### config.mk
export PLATFORM = sky130hd
export DESIGN_NAME = morse_key_decoder
export DESIGN_NICKNAME = d
export VERILOG_FILES = /design/src/hw/rtl/mkd_pkg.sv /design/src/hw/rtl/morse_key_decoder.sv /design/src/hw/rtl/mkd_decode.sv
export SDC_FILE = /design/constraint.sdc
export NUM_CORES = 1
export LEC_CHECK = 0
export BUFFER_PORTS_ARGS = -buffer_cell sky130_fd_sc_hd__buf_4
export CORE_ASPECT_RATIO = 0.6
export CORE_UTILIZATION = 25
export CTS_BUF_LIST = sky130_fd_sc_hd__clkbuf_4 sky130_fd_sc_hd__clkbuf_8
export DETAILED_ROUTE_END_ITERATION = 10
export PLACE_DENSITY_LB_ADDON = 0.12
export SYNTH_ARGS = -nofsm -noshare
export SYNTH_HDL_FRONTEND = slang
export SYNTH_SLANG_ARGS = --single-unit
### constraint.sdc
create_clock -name i_clk -period 4.1 [get_ports i_clk]
set_input_delay 0.205 -clock i_clk [delete_from_list [all_inputs] [get_ports i_clk]]
set_output_delay 0.205 -clock i_clk [all_outputs]
set_load 0.05 [all_outputs]
### src/hw/rtl/mkd_pkg.sv
// Shared types, constants and the letter lookup for the Morse key decoder.
// No dependencies; imported by mkd_decode, morse_key_decoder and both bench files.
package mkd_pkg;

    localparam int MAX_SYMBOLS = 4;
    localparam int WORD_LENGTH = 4;

    // Longest pattern that can map to a letter
    localparam int MAX_CODE_LEN = 4;

    localparam int COUNT_W = 3;
    localparam int WORD_W  = $clog2(WORD_LENGTH + 1);
    localparam int TICK_W  = 8;
    localparam int TIME_W  = 16;
    localparam int CFG_W   = 16;
    localparam int CFG_IDX_W = 2;
    localparam int KIND_W  = 3;
    localparam int LETTER_W = 5;
    localparam int TABLE_W = 5;

    localparam logic [CFG_IDX_W-1:0] CFG_DOT_LIMIT  = 2'd0;
    localparam logic [CFG_IDX_W-1:0] CFG_DASH_LIMIT = 2'd1;
    localparam logic [CFG_IDX_W-1:0] CFG_GAP_LIMIT  = 2'd2;
    localparam logic [CFG_IDX_W-1:0] CFG_TIMEOUT    = 2'd3;

    localparam logic [TICK_W-1:0] DOT_LIMIT_RST  = 8'd5;
    localparam logic [TICK_W-1:0] DASH_LIMIT_RST = 8'd14;
    localparam logic [TICK_W-1:0] GAP_LIMIT_RST  = 8'd8;
    localparam logic [TIME_W-1:0] TIMEOUT_RST    = 16'd80;

    typedef enum logic [KIND_W-1:0] {
        EV_LETTER    = 3'd0,
        EV_INVALID   = 3'd1,
        EV_TOO_LONG  = 3'd2,
        EV_TOO_MANY  = 3'd3,
        EV_TIMEOUT   = 3'd4
    } t_event;

    typedef struct packed {
        logic                found;
        logic [LETTER_W-1:0] letter;
    } t_decode;

    // Indexed by (1 << length) + pattern, dash = 1, first symbol in the MSB
    function automatic t_decode letter_lookup(input logic [TABLE_W-1:0] idx);
        t_decode d;
        d.found = 1'b1;
        case (idx)
            5'd2:    d.letter = 5'd4;
            5'd3:    d.letter = 5'd19;
            5'd4:    d.letter = 5'd8;
            5'd5:    d.letter = 5'd0;
            5'd6:    d.letter = 5'd13;
            5'd7:    d.letter = 5'd12;
            5'd8:    d.letter = 5'd18;
            5'd9:    d.letter = 5'd20;
            5'd10:   d.letter = 5'd17;
            5'd11:   d.letter = 5'd22;
            5'd12:   d.letter = 5'd3;
            5'd13:   d.letter = 5'd10;
            5'd14:   d.letter = 5'd6;
            5'd15:   d.letter = 5'd14;
            5'd16:   d.letter = 5'd7;
            5'd17:   d.letter = 5'd21;
            5'd18:   d.letter = 5'd5;
            5'd20:   d.letter = 5'd11;
            5'd22:   d.letter = 5'd15;
            5'd23:   d.letter = 5'd9;
            5'd24:   d.letter = 5'd1;
            5'd25:   d.letter = 5'd23;
            5'd26:   d.letter = 5'd2;
            5'd27:   d.letter = 5'd24;
            5'd28:   d.letter = 5'd25;
            5'd29:   d.letter = 5'd16;
            default: begin
                d.found  = 1'b0;
                d.letter = '0;
            end
        endcase
        return d;
    endfunction

endpackage

### src/hw/rtl/morse_key_decoder.sv
// Morse key decoder top level: press/gap timing, symbol store, result register.
// Depends on mkd_pkg and mkd_decode.
// A result item appears in the cycle after the key level item that causes it is accepted.
// Throughput: one key level item per cycle; a pending result only stalls input
// while it is not being taken.
// Reset (synchronous, active low): counters, store and word count clear,
// limits return to their defaults, output empty.
module morse_key_decoder (
    input  logic                             i_clk,
    input  logic                             i_rst_n,
    input  logic                             i_cfg_we,
    input  logic [mkd_pkg::CFG_IDX_W-1:0]    i_cfg_index,
    input  logic [mkd_pkg::CFG_W-1:0]        i_cfg_data,
    input  logic                             i_in_valid,
    output logic                             o_in_ready,
    input  logic                             i_key_level,
    output logic                             o_out_valid,
    input  logic                             i_out_ready,
    output logic [mkd_pkg::KIND_W-1:0]       o_event_kind,
    output logic [mkd_pkg::LETTER_W-1:0]     o_letter_index,
    output logic                             o_word_end
);
    import mkd_pkg::*;

    // Configuration
    logic [TICK_W-1:0] r_dot_limit, r_dash_limit, r_gap_limit;
    logic [TIME_W-1:0] r_timeout;

    // Timing and symbol state
    logic [TICK_W-1:0]      r_press, n_press;
    logic [TICK_W-1:0]      r_gap, n_gap;
    logic [TIME_W-1:0]      r_elapsed, n_elapsed;
    logic [COUNT_W-1:0]     r_count, n_count;
    logic [MAX_SYMBOLS-1:0] r_dash, n_dash;   // 1 = dash, only first r_count valid
    logic [WORD_W-1:0]      r_words, n_words;

    // Result register
    logic                r_out_valid;
    t_event              r_kind, n_kind;
    logic [LETTER_W-1:0] r_letter, n_letter;
    logic                r_wend, n_wend;
    logic                n_event;

    logic    accept;
    logic    clear;
    t_decode dec;

    // Store after this tick's symbol, before any clear
    logic                   sym_err;
    t_event                 sym_kind;
    logic [COUNT_W-1:0]     app_count;
    logic [MAX_SYMBOLS-1:0] app_dash;

    // Take a new item whenever the result slot is empty or emptying
    assign o_in_ready = !r_out_valid || i_out_ready;
    assign accept     = i_in_valid && o_in_ready;

    // Decode the store as it stands after this tick's symbol is appended
    mkd_decode u_decode (
        .i_count  (app_count),
        .i_dash   (app_dash),
        .o_result (dec)
    );

    // First idle tick after a press: classify it and append the symbol
    always_comb begin
        app_count = r_count;
        app_dash  = r_dash;
        sym_err   = 1'b0;
        sym_kind  = EV_TOO_LONG;
        if (!i_key_level && r_press != '0) begin
            if (r_press >= r_dash_limit && r_press >= r_dot_limit) begin
                sym_err = 1'b1;
            end else if (r_count >= COUNT_W'(MAX_SYMBOLS)) begin
                // store full: drop the symbol
                sym_err  = 1'b1;
                sym_kind = EV_TOO_MANY;
            end else begin
                for (int i = 0; i < MAX_SYMBOLS; i++) begin
                    if (COUNT_W'(i) == r_count) begin
                        app_dash[i] = (r_press >= r_dot_limit);
                    end
                end
                app_count = r_count + COUNT_W'(1);
            end
        end
    end

    always_comb begin
        n_press   = r_press;
        n_gap     = r_gap;
        n_count   = app_count;
        n_dash    = app_dash;
        n_words   = r_words;
        n_event   = 1'b0;
        n_kind    = EV_LETTER;
        n_letter  = '0;
        n_wend    = 1'b0;
        clear     = 1'b0;
        n_elapsed = (r_elapsed != '1) ? r_elapsed + TIME_W'(1) : r_elapsed;

        if (i_key_level) begin
            // Key held: extend the press, restart the gap
            if (r_press != '1) begin
                n_press = r_press + TICK_W'(1);
            end
            n_gap = '0;
        end else begin
            if (r_gap != '1) begin
                n_gap = r_gap + TICK_W'(1);
            end
            // Press just ended: raise its error, if any, and restart the count
            if (r_press != '0) begin
                if (sym_err) begin
                    n_event = 1'b1;
                    n_kind  = sym_kind;
                    clear   = 1'b1;
                end
                n_press = '0;
            end
            // Long gap with symbols stored: end the letter
            if (!n_event && n_gap > r_gap_limit && n_count != '0) begin
                n_event = 1'b1;
                clear   = 1'b1;
                if (dec.found) begin
                    n_kind   = EV_LETTER;
                    n_letter = dec.letter;
                    if (r_words + WORD_W'(1) >= WORD_W'(WORD_LENGTH)) begin
                        n_wend  = 1'b1;
                        n_words = '0;
                    end else begin
                        n_words = r_words + WORD_W'(1);
                    end
                end else begin
                    n_kind = EV_INVALID;
                end
            end
        end

        // Letter timer runs regardless of the key
        if (!n_event && n_elapsed >= r_timeout) begin
            n_event = 1'b1;
            n_kind  = EV_TIMEOUT;
            clear   = 1'b1;
        end

        if (clear) begin
            n_count   = '0;
            n_dash    = '0;
            n_elapsed = '0;
        end
    end

    // Configuration writes
    always_ff @(posedge i_clk) begin
        if (!i_rst_n) begin
            r_dot_limit  <= DOT_LIMIT_RST;
            r_dash_limit <= DASH_LIMIT_RST;
            r_gap_limit  <= GAP_LIMIT_RST;
            r_timeout    <= TIMEOUT_RST;
        end else if (i_cfg_we) begin
            unique case (i_cfg_index)
                CFG_DOT_LIMIT:  r_dot_limit  <= i_cfg_data[TICK_W-1:0];
                CFG_DASH_LIMIT: r_dash_limit <= i_cfg_data[TICK_W-1:0];
                CFG_GAP_LIMIT:  r_gap_limit  <= i_cfg_data[TICK_W-1:0];
                CFG_TIMEOUT:    r_timeout    <= i_cfg_data[TIME_W-1:0];
                default:        ;
            endcase
        end
    end

    // Advance state on each accepted item
    always_ff @(posedge i_clk) begin
        if (!i_rst_n) begin
            r_press   <= '0;
            r_gap     <= '0;
            r_elapsed <= '0;
            r_count   <= '0;
            r_dash    <= '0;
            r_words   <= '0;
        end else if (accept) begin
            r_press   <= n_press;
            r_gap     <= n_gap;
            r_elapsed <= n_elapsed;
            r_count   <= n_count;
            r_dash    <= n_dash;
            r_words   <= n_words;
        end
    end

    // Result slot: load on an item with an event, drop once taken
    always_ff @(posedge i_clk) begin
        if (!i_rst_n) begin
            r_out_valid <= 1'b0;
        end else if (accept) begin
            r_out_valid <= n_event;
        end else if (i_out_ready) begin
            r_out_valid <= 1'b0;
        end
    end

    always_ff @(posedge i_clk) begin
        if (accept && n_event) begin
            r_kind   <= n_kind;
            r_letter <= n_letter;
            r_wend   <= n_wend;
        end
    end

    assign o_out_valid    = r_out_valid;
    assign o_event_kind   = r_kind;
    assign o_letter_index = r_letter;
    assign o_word_end     = r_wend;

    // A stalled result must block new input
    a_stall_blocks: assert property (@(posedge i_clk) disable iff (!i_rst_n)
        (r_out_valid && !i_out_ready) |-> !o_in_ready)
        else $error("input accepted while result stalled");

    a_count_bound: assert property (@(posedge i_clk) disable iff (!i_rst_n)
        r_count <= COUNT_W'(MAX_SYMBOLS))
        else $error("symbol count beyond store depth");

    a_wend_letter: assert property (@(posedge i_clk) disable iff (!i_rst_n)
        (r_out_valid && r_wend) |-> (r_kind == EV_LETTER))
        else $error("word end flagged on an error");

    a_key_clears_gap: assert property (@(posedge i_clk) disable iff (!i_rst_n)
        (accept && i_key_level) |=> (r_gap == '0))
        else $error("gap not restarted by key press");

    a_event_clears_timer: assert property (@(posedge i_clk) disable iff (!i_rst_n)
        (accept && n_event) |=> (r_elapsed == '0 && r_count == '0))
        else $error("event left store or timer running");

endmodule

### src/hw/rtl/mkd_decode.sv
// Pattern decoder: turns the stored dot/dash sequence into a letter.
// Depends on mkd_pkg (letter_lookup, t_decode).
module mkd_decode (
    input  logic [mkd_pkg::COUNT_W-1:0]     i_count,
    input  logic [mkd_pkg::MAX_SYMBOLS-1:0] i_dash,
    output mkd_pkg::t_decode                o_result
);
    import mkd_pkg::*;

    logic [TABLE_W-1:0] pat;
    logic [TABLE_W-1:0] idx;
    t_decode            hit;

    always_comb begin
        pat = '0;
        for (int i = 0; i < MAX_CODE_LEN; i++) begin
            if (COUNT_W'(i) < i_count) begin
                pat = {pat[TABLE_W-2:0], i_dash[i]};
            end
        end
        idx = pat | (TABLE_W'(1) << i_count);
        hit = letter_lookup(idx);
        // empty or over-long patterns are never letters
        if (i_count == '0 || i_count > COUNT_W'(MAX_CODE_LEN)) begin
            o_result = '0;
        end else begin
            o_result = hit;
        end
    end

endmodule

== Word-level counts from Yosys, hierarchy flattened ==
Cells that the tools add are included.
Word-level totals
  register bits after elaboration: 92
  latch bits: 0
  RAM bits: 0
  memory bits (read-only): 0
  input bits: 24
  logic and storage cells: 153
  memories: 0
Cells by class
  add/sub/neg operators: 5
  multipliers: 0
  div/mod/pow operators: 0
  magnitude comparators: 11
  equality and inequality tests: 36
  shift-type cells: 1
  muxes and demuxes: 51
  bitwise logic cells: 4
  reduce and logical (&&, ||, !) cells: 30
Operators by type and width (number)
  $pmux W5 S25: 1
  $eq A5 B5 Y1 const B: 12
  $mux W8: 6
  $eq A5 B4 Y1 const B: 8
  $mux W16: 2
  $mux W3: 10
  $reduce_or A26 Y1: 1
  $mux W1: 25
  $eq A5 B3 Y1 const B: 4
  $mux W4: 5
  $add A16 B1 Y16 const B: 1
  $add A8 B1 Y8 const B: 2
  $ge A16 B16 Y1: 1
  $ge A8 B8 Y1: 2
  $ne A16 B16 Y1 const B: 1
  $ne A8 B8 Y1 const B: 2
  $eq A5 B2 Y1 const B: 2
  $gt A8 B8 Y1: 1
  $reduce_and A2 Y1: 4
  $reduce_bool A8 Y1: 1
  $logic_and A1 B1 Y1: 7
  $add A3 B1 Y3 const B: 2
  $eq A2 B3 Y1 const A: 2
  $ge A3 B3 Y1 const B: 2
  other kinds (23): 34

== Logic depth before layout (Yosys ltp) ==
  depth after elaboration: 17
  depth in mapped cells: 19
  mapped depth without buffers: 16

== Hierarchy ==
From an unflattened synthesis, not the netlist that was laid out.
Unflattened totals
  cells, all modules: 761
  area, all modules: 6269.8 um2
Modules (own cells, without submodules)
  morse_key_decoder: times used 1, cells each 635, area each 5405.2 um2, seq. area each 1931.9 um2
  mkd_decode: times used 1, cells each 126, area each 864.6 um2, seq. area each 0.0 um2

== Worst setup path after synthesis ==
OpenSTA, ideal clock, no wires.
  path type: reg2reg
  start point: reg r_elapsed[3]
  end point: reg r_kind[0] (netlist: o_event_kind[0]) (enable)
  setup time: 0.374 ns
  arrival time: 3.345 ns
  required time: 3.726 ns
  path slack: 0.381 ns
  cell stages (with the launch flop): 18
  buffers on the path: 3
  cells stage by stage: dfxtp_1 -> and4_1 -> nand2_1 -> nor3_1 -> nand2b_1 -> clkbuf_1 -> mux2_2 -> ha_1 -> a21o_1 -> a21o_1 -> a21o_1 -> a21oi_1 -> o21ai_0 -> a21oi_1 -> nor2b_1 -> buf_4 -> buf_6 -> nor2_1
On the way
  word-level cells in the longest chain between the ends: 6
  elaborated cells on any way between the ends: 7
Ends and longest elaborated chain
  start, declared: RTL line morse_key_decoder.sv:32  | logic [TIME_W-1:0] r_elapsed, n_elapsed;
  start signal, assigned: RTL line morse_key_decoder.sv:184  | r_elapsed <= n_elapsed;
  $add A16 B1 Y16 / $ne A16 B16 Y1 (equally long branches): RTL line morse_key_decoder.sv:100  | n_elapsed = (r_elapsed != '1) ? r_elapsed + TIME_W'(1) : r_elapsed;
  $mux W16 (*): RTL line morse_key_decoder.sv:100
  $ge A16 B16 Y1 (*): RTL line morse_key_decoder.sv:141  | if (!n_event && n_elapsed >= r_timeout) begin
  $logic_and A1 B1 Y1 (*): RTL line morse_key_decoder.sv:141
  $mux W1 (*): RTL line morse_key_decoder.sv:141
  $logic_and A1 B1 Y1 (*): RTL line morse_key_decoder.sv:203  | if (accept && n_event) begin
  end signal, assigned: RTL line morse_key_decoder.sv:204  | r_kind <= n_kind;
  end, declared: RTL line morse_key_decoder.sv:39  | t_event r_kind, n_kind;
Every way passes the cells marked *; elsewhere a longest branch is shown, timed or not.
A chain may end at the register's enable or synchronous reset.

== Worst setup path after layout ==
  start point: reg r_press[2]
  end point: reg r_letter[3] (netlist: o_letter_index[3]) (data pin)
On the way
  word-level cells in the longest chain between the ends: 16
  elaborated cells on any way between the ends: 69
Ends and longest elaborated chain
  start, declared: RTL line morse_key_decoder.sv:30  | logic [TICK_W-1:0] r_press, n_press;
  start signal, assigned: RTL line morse_key_decoder.sv:182  | r_press <= n_press;
  $ge A8 B8 Y1 (on tied branches): RTL line morse_key_decoder.sv:72, morse_key_decoder.sv:81
  $logic_and A1 B1 Y1 / $mux W1 (equally long branches): RTL line morse_key_decoder.sv:72, morse_key_decoder.sv:80
  $mux W3 / $mux W4 (equally long branches): RTL line morse_key_decoder.sv:72, morse_key_decoder.sv:74
  $mux W3 / $mux W4 (equally long branches): RTL line morse_key_decoder.sv:71, morse_key_decoder.sv:72
  $lt A1 B3 Y1 / $mux W4 (equally long branches): RTL line mkd_decode.sv:17, morse_key_decoder.sv:71
  $mux W1: RTL line mkd_decode.sv:17  | if (COUNT_W'(i) < i_count) begin
  $mux W2: RTL line mkd_decode.sv:17
  $mux W3: RTL line mkd_decode.sv:17
  $mux W4: RTL line mkd_decode.sv:17
  $or A4 B5 Y5: RTL line mkd_decode.sv:21  | idx = pat | (TABLE_W'(1) << i_count);
  $eq A5 B2 Y1 (tied with other cells): RTL line mkd_pkg.sv:48  | case (idx)
  $reduce_or A26 Y1 (no source line)
  $mux W1: RTL line mkd_pkg.sv:48
  $mux W6: RTL line mkd_decode.sv:24  | if (i_count == '0 || i_count > COUNT_W'(MAX_CODE_LEN)) begin
  $not A1 Y1 (no source line)
  $reduce_or A4 Y1 (no source line)
  end signal, assigned: RTL line morse_key_decoder.sv:205  | r_letter <= n_letter;
  end, declared: RTL line morse_key_decoder.sv:40  | logic [LETTER_W-1:0] r_letter, n_letter;
Parallel ways exist; a longest one is shown, timed or not. The select of a mux whose other input is x is not followed.

==> results_dict.tcl <==
set metrics [dict create \
    grt_max_degree 85 \
    drt_first_iter_violations 332 \
    worstPathArrival_ps 3930 \
    fin_skew_ps 13.1 \
    clockBufferDepth 2 \
    final_hold_viol_count 0 \
    portBuffers 34 \
    synth.area.mux_share 0.0187 \
    ant_nets 0 \
    ys.flop_type "dfxtp_1" \
    fp.dieArea_um2 24800 \
    syn_avg_cell_area_um2 8.26 \
    h-tree-depth 3 \
    first_pass_iters 7 \
    yosysUniqueCellTypes 73 \
    clkPwrFrac 0.391 \
    min_path_type "in2reg" \
    row_count 43 \
    die_height_um 122 \
    worstMarginPinSlew_ps 815 \
    worst-setup-path-type "reg2reg" \
    power.density_nw_per_um2 280 \
    die_x_um 203 \
    rsz0062_at_grt "false" \
    p_int_mw 1.42 \
    cts_tree "done" \
    tns_ps 0 \
    fmaxAchievable_ghz 0.262 \
    clk_pin_slew_ps 90 \
    p_seq_frac 0.484 \
    core_um2 23400 \
    cap_violations 0 \
    vias 5209 \
    final_cells 1082 \
    insertedDiodeCount 0 \
    routed_wl_mm 17.1 \
    critPathMaxFanout 10 \
    synth_compound_area_frac 0.223 \
    drive_above_1_share 0.137 \
    syn_to_final_growth_pct 14.7 \
    drc 0 \
    cp-start-kind "flop" \
    p_leak_nw 2.65 \
    slew_headroom 0.456 \
    period_share 0.932 \
    pin_count 35 \
    grt_usage 0.145 \
    layout.nets 837 \
    synthXorXnorAreaFrac 0.0348 \
    vdd.ir_drop.worst_v 0.000134 \
    setup_viol 0 \
    status "finished clean" \
    synth-simple-area-share 0.241 \
    post_drt_via_cell_ratio 4.81 \
    cts_hold_buf 0 \
    netSwitchingFraction 0.264 \
    synth_nets 804 \
    hpwlAfterDp_mm 12.6 \
    globalRouteOverflowTotal 0 \
    gp_congestion 0.849 \
    holdWs_ps 78.5 \
    ys_warn_count 0 \
    syn_inst 730 \
    yosysSeqAreaShare 0.320 \
    combPwrFrac 0.125 \
    finalMaxSlewViolations 0 \
    start_util 0.258 \
    wl_per_cell_um 15.8 \
    p_sw_mw 0.510 \
    fillCellCount 2495 \
    clock-sinks 92 \
    grt_pass1_wl_mm 27.7 \
    synth_edf_count 9 \
    synth_area_um2 6030 \
    clock-root-buffer "clkbuf_8" \
    clock_latency_ps 390 \
    synth-seq-cells 92 \
    critPathRequiredTime_ps 4210 \
    grt_pass1_vias 5086 \
    layout_min_cycle_time_ps 3820 \
    cp-end-kind "flop" \
    yosys.area_share.adder 0.104 \
    cts_inserted_buffers 9 \
    synth_top_family_by_area "simple AND/OR/NAND/NOR gates" \
    dpl.cell_count 1067 \
    antenna_found_initial 0 \
    synth-async-reset-ratio 0 \
]
-- power groups by stage --
stage	clock (mW)	combinational [mW]	sequential, mW
after CTS	0.794	0.242	0.936
final	0.757	0.241	0.936
after detailed placement	0	0.241	0.957
after floorplan	0	0.163	0.955
after global placement	0	0.238	0.956
after global routing	0.827	0.269	0.939
-- layer usage --
metal  wire (µm)  track usage  up-vias
met4         163       0.0367        0
met1        9290        0.210     2444
met3         696       0.0372       12
met5           0            0        -
met2        6910        0.211       95
li1            -            -     2658
-- layout by cell type (no fill, tap or decap), types with 10 or more instances in the layout --
cell type,n
a21oi_1,33
a21o_1,12
nand3_1,38
inv_1,45
xnor2_1,19
a21boi_1,16
nand2_1,111
a21boi_0,22
dfxtp_1,83
nor3_1,13
a31oi_1,12
buf_4,56
nor2_1,41
o21ai_0,15
nand4_1,15
nor2b_1,24
ha_1,50
a22oi_1,10
-- critical path, stage by stage (launching register included) --
cell,delay (ps)
dfxtp_1,530
ha_1,310
a211oi_1,230
o21ai_1,160
a21oi_4,370
a21o_1,180
buf_4,180
nand3_1,160
a21oi_1,170
and4b_1,250
or2_0,360
a221oi_1,470
a211oi_1,170
-- flip-flops by register name, indices dropped and copies added (netlist names) --
signal,count
r_dash,4
r_words,3
r_elapsed,16
r_timeout,16
o_event_kind,3
r_press,8
r_dash_limit,8
r_dot_limit,8
o_letter_index,5
r_gap,8
r_count,3
o_word_end,1
r_gap_limit,8
o_out_valid,1
-- stage by stage --
stage	setup WS, ps	instance area [µm²]	util	total power [mW]
floorplan	381	6030	-	1.12
global placement	113	6670	0.285	1.19
detailed placement	243	6670	0.285	1.20
CTS	196	6900	0.295	1.97
global route	44.9	6920	0.296	2.04
finish	280	6920	0.296	1.93
-- cells by family after synthesis --
family | Yosys count
AND/OR/NAND/NOR | 292
AO/OA/AOI/OAI | 181
flip-flops | 92
buffers and inverters | 80
adder cells (fa/ha/maj) | 50
XOR/XNOR | 24
multiplexers | 11
-- final timing paths --
kind | startpoint | to | slack, ps | depth (start not counted)
hold reg to reg | r_dash[2]$_SDFFE_PN0P_ | r_dash[2]$_SDFFE_PN0P_ | 460 | 2
hold / removal | i_cfg_data[15] | r_timeout[15]$_SDFFE_PN0P_ | 80 | 3
setup / recovery | r_press[2]$_SDFFE_PN0P_ | o_letter_index[3]$_SDFFCE_PP0P_ | 280 | 12
setup reg to reg | r_press[2]$_SDFFE_PN0P_ | o_letter_index[3]$_SDFFCE_PP0P_ | 280 | 12
-- what timing repair did --
item                       in CTS  in global routing
resized for setup               0                  5
setup buffers                   0                  0
setup endpoints to repair       0                 31
-- cells in the mapped netlist (9+ instances only) --
cell | number | area (µm²)
a21boi_1 | 16 | 120
ha_1 | 50 | 626
a211oi_1 | 9 | 67.6
xnor2_1 | 19 | 166
nand4_1 | 15 | 93.8
a21o_1 | 13 | 97.6
nor2b_1 | 25 | 156
dfxtp_1 | 83 | 1660
nand3_1 | 38 | 190
inv_1 | 45 | 169
mux2i_1 | 9 | 90.1
clkbuf_1 | 21 | 78.8
nor3_1 | 14 | 70.1
nand2_1 | 111 | 417
o211ai_1 | 9 | 67.6
a21oi_1 | 34 | 170
nor2_1 | 41 | 154
a22oi_1 | 10 | 75.1
a31oi_1 | 12 | 75.1
a21boi_0 | 22 | 165
o21ai_0 | 15 | 75.1
edfxtp_1 | 9 | 270
-- cell type report --
type                       count  area [µm²]  area share
sequential                    92        1930       0.279
clock inverter                 6         113      0.0163
inverter                      46         173      0.0249
clock buffer                   9         124      0.0179
tap                          315         394      0.0569
multi-input combinational    558        3770       0.544
timing repair buffer          56         420      0.0607
Power figures use the tool's default switching activity.
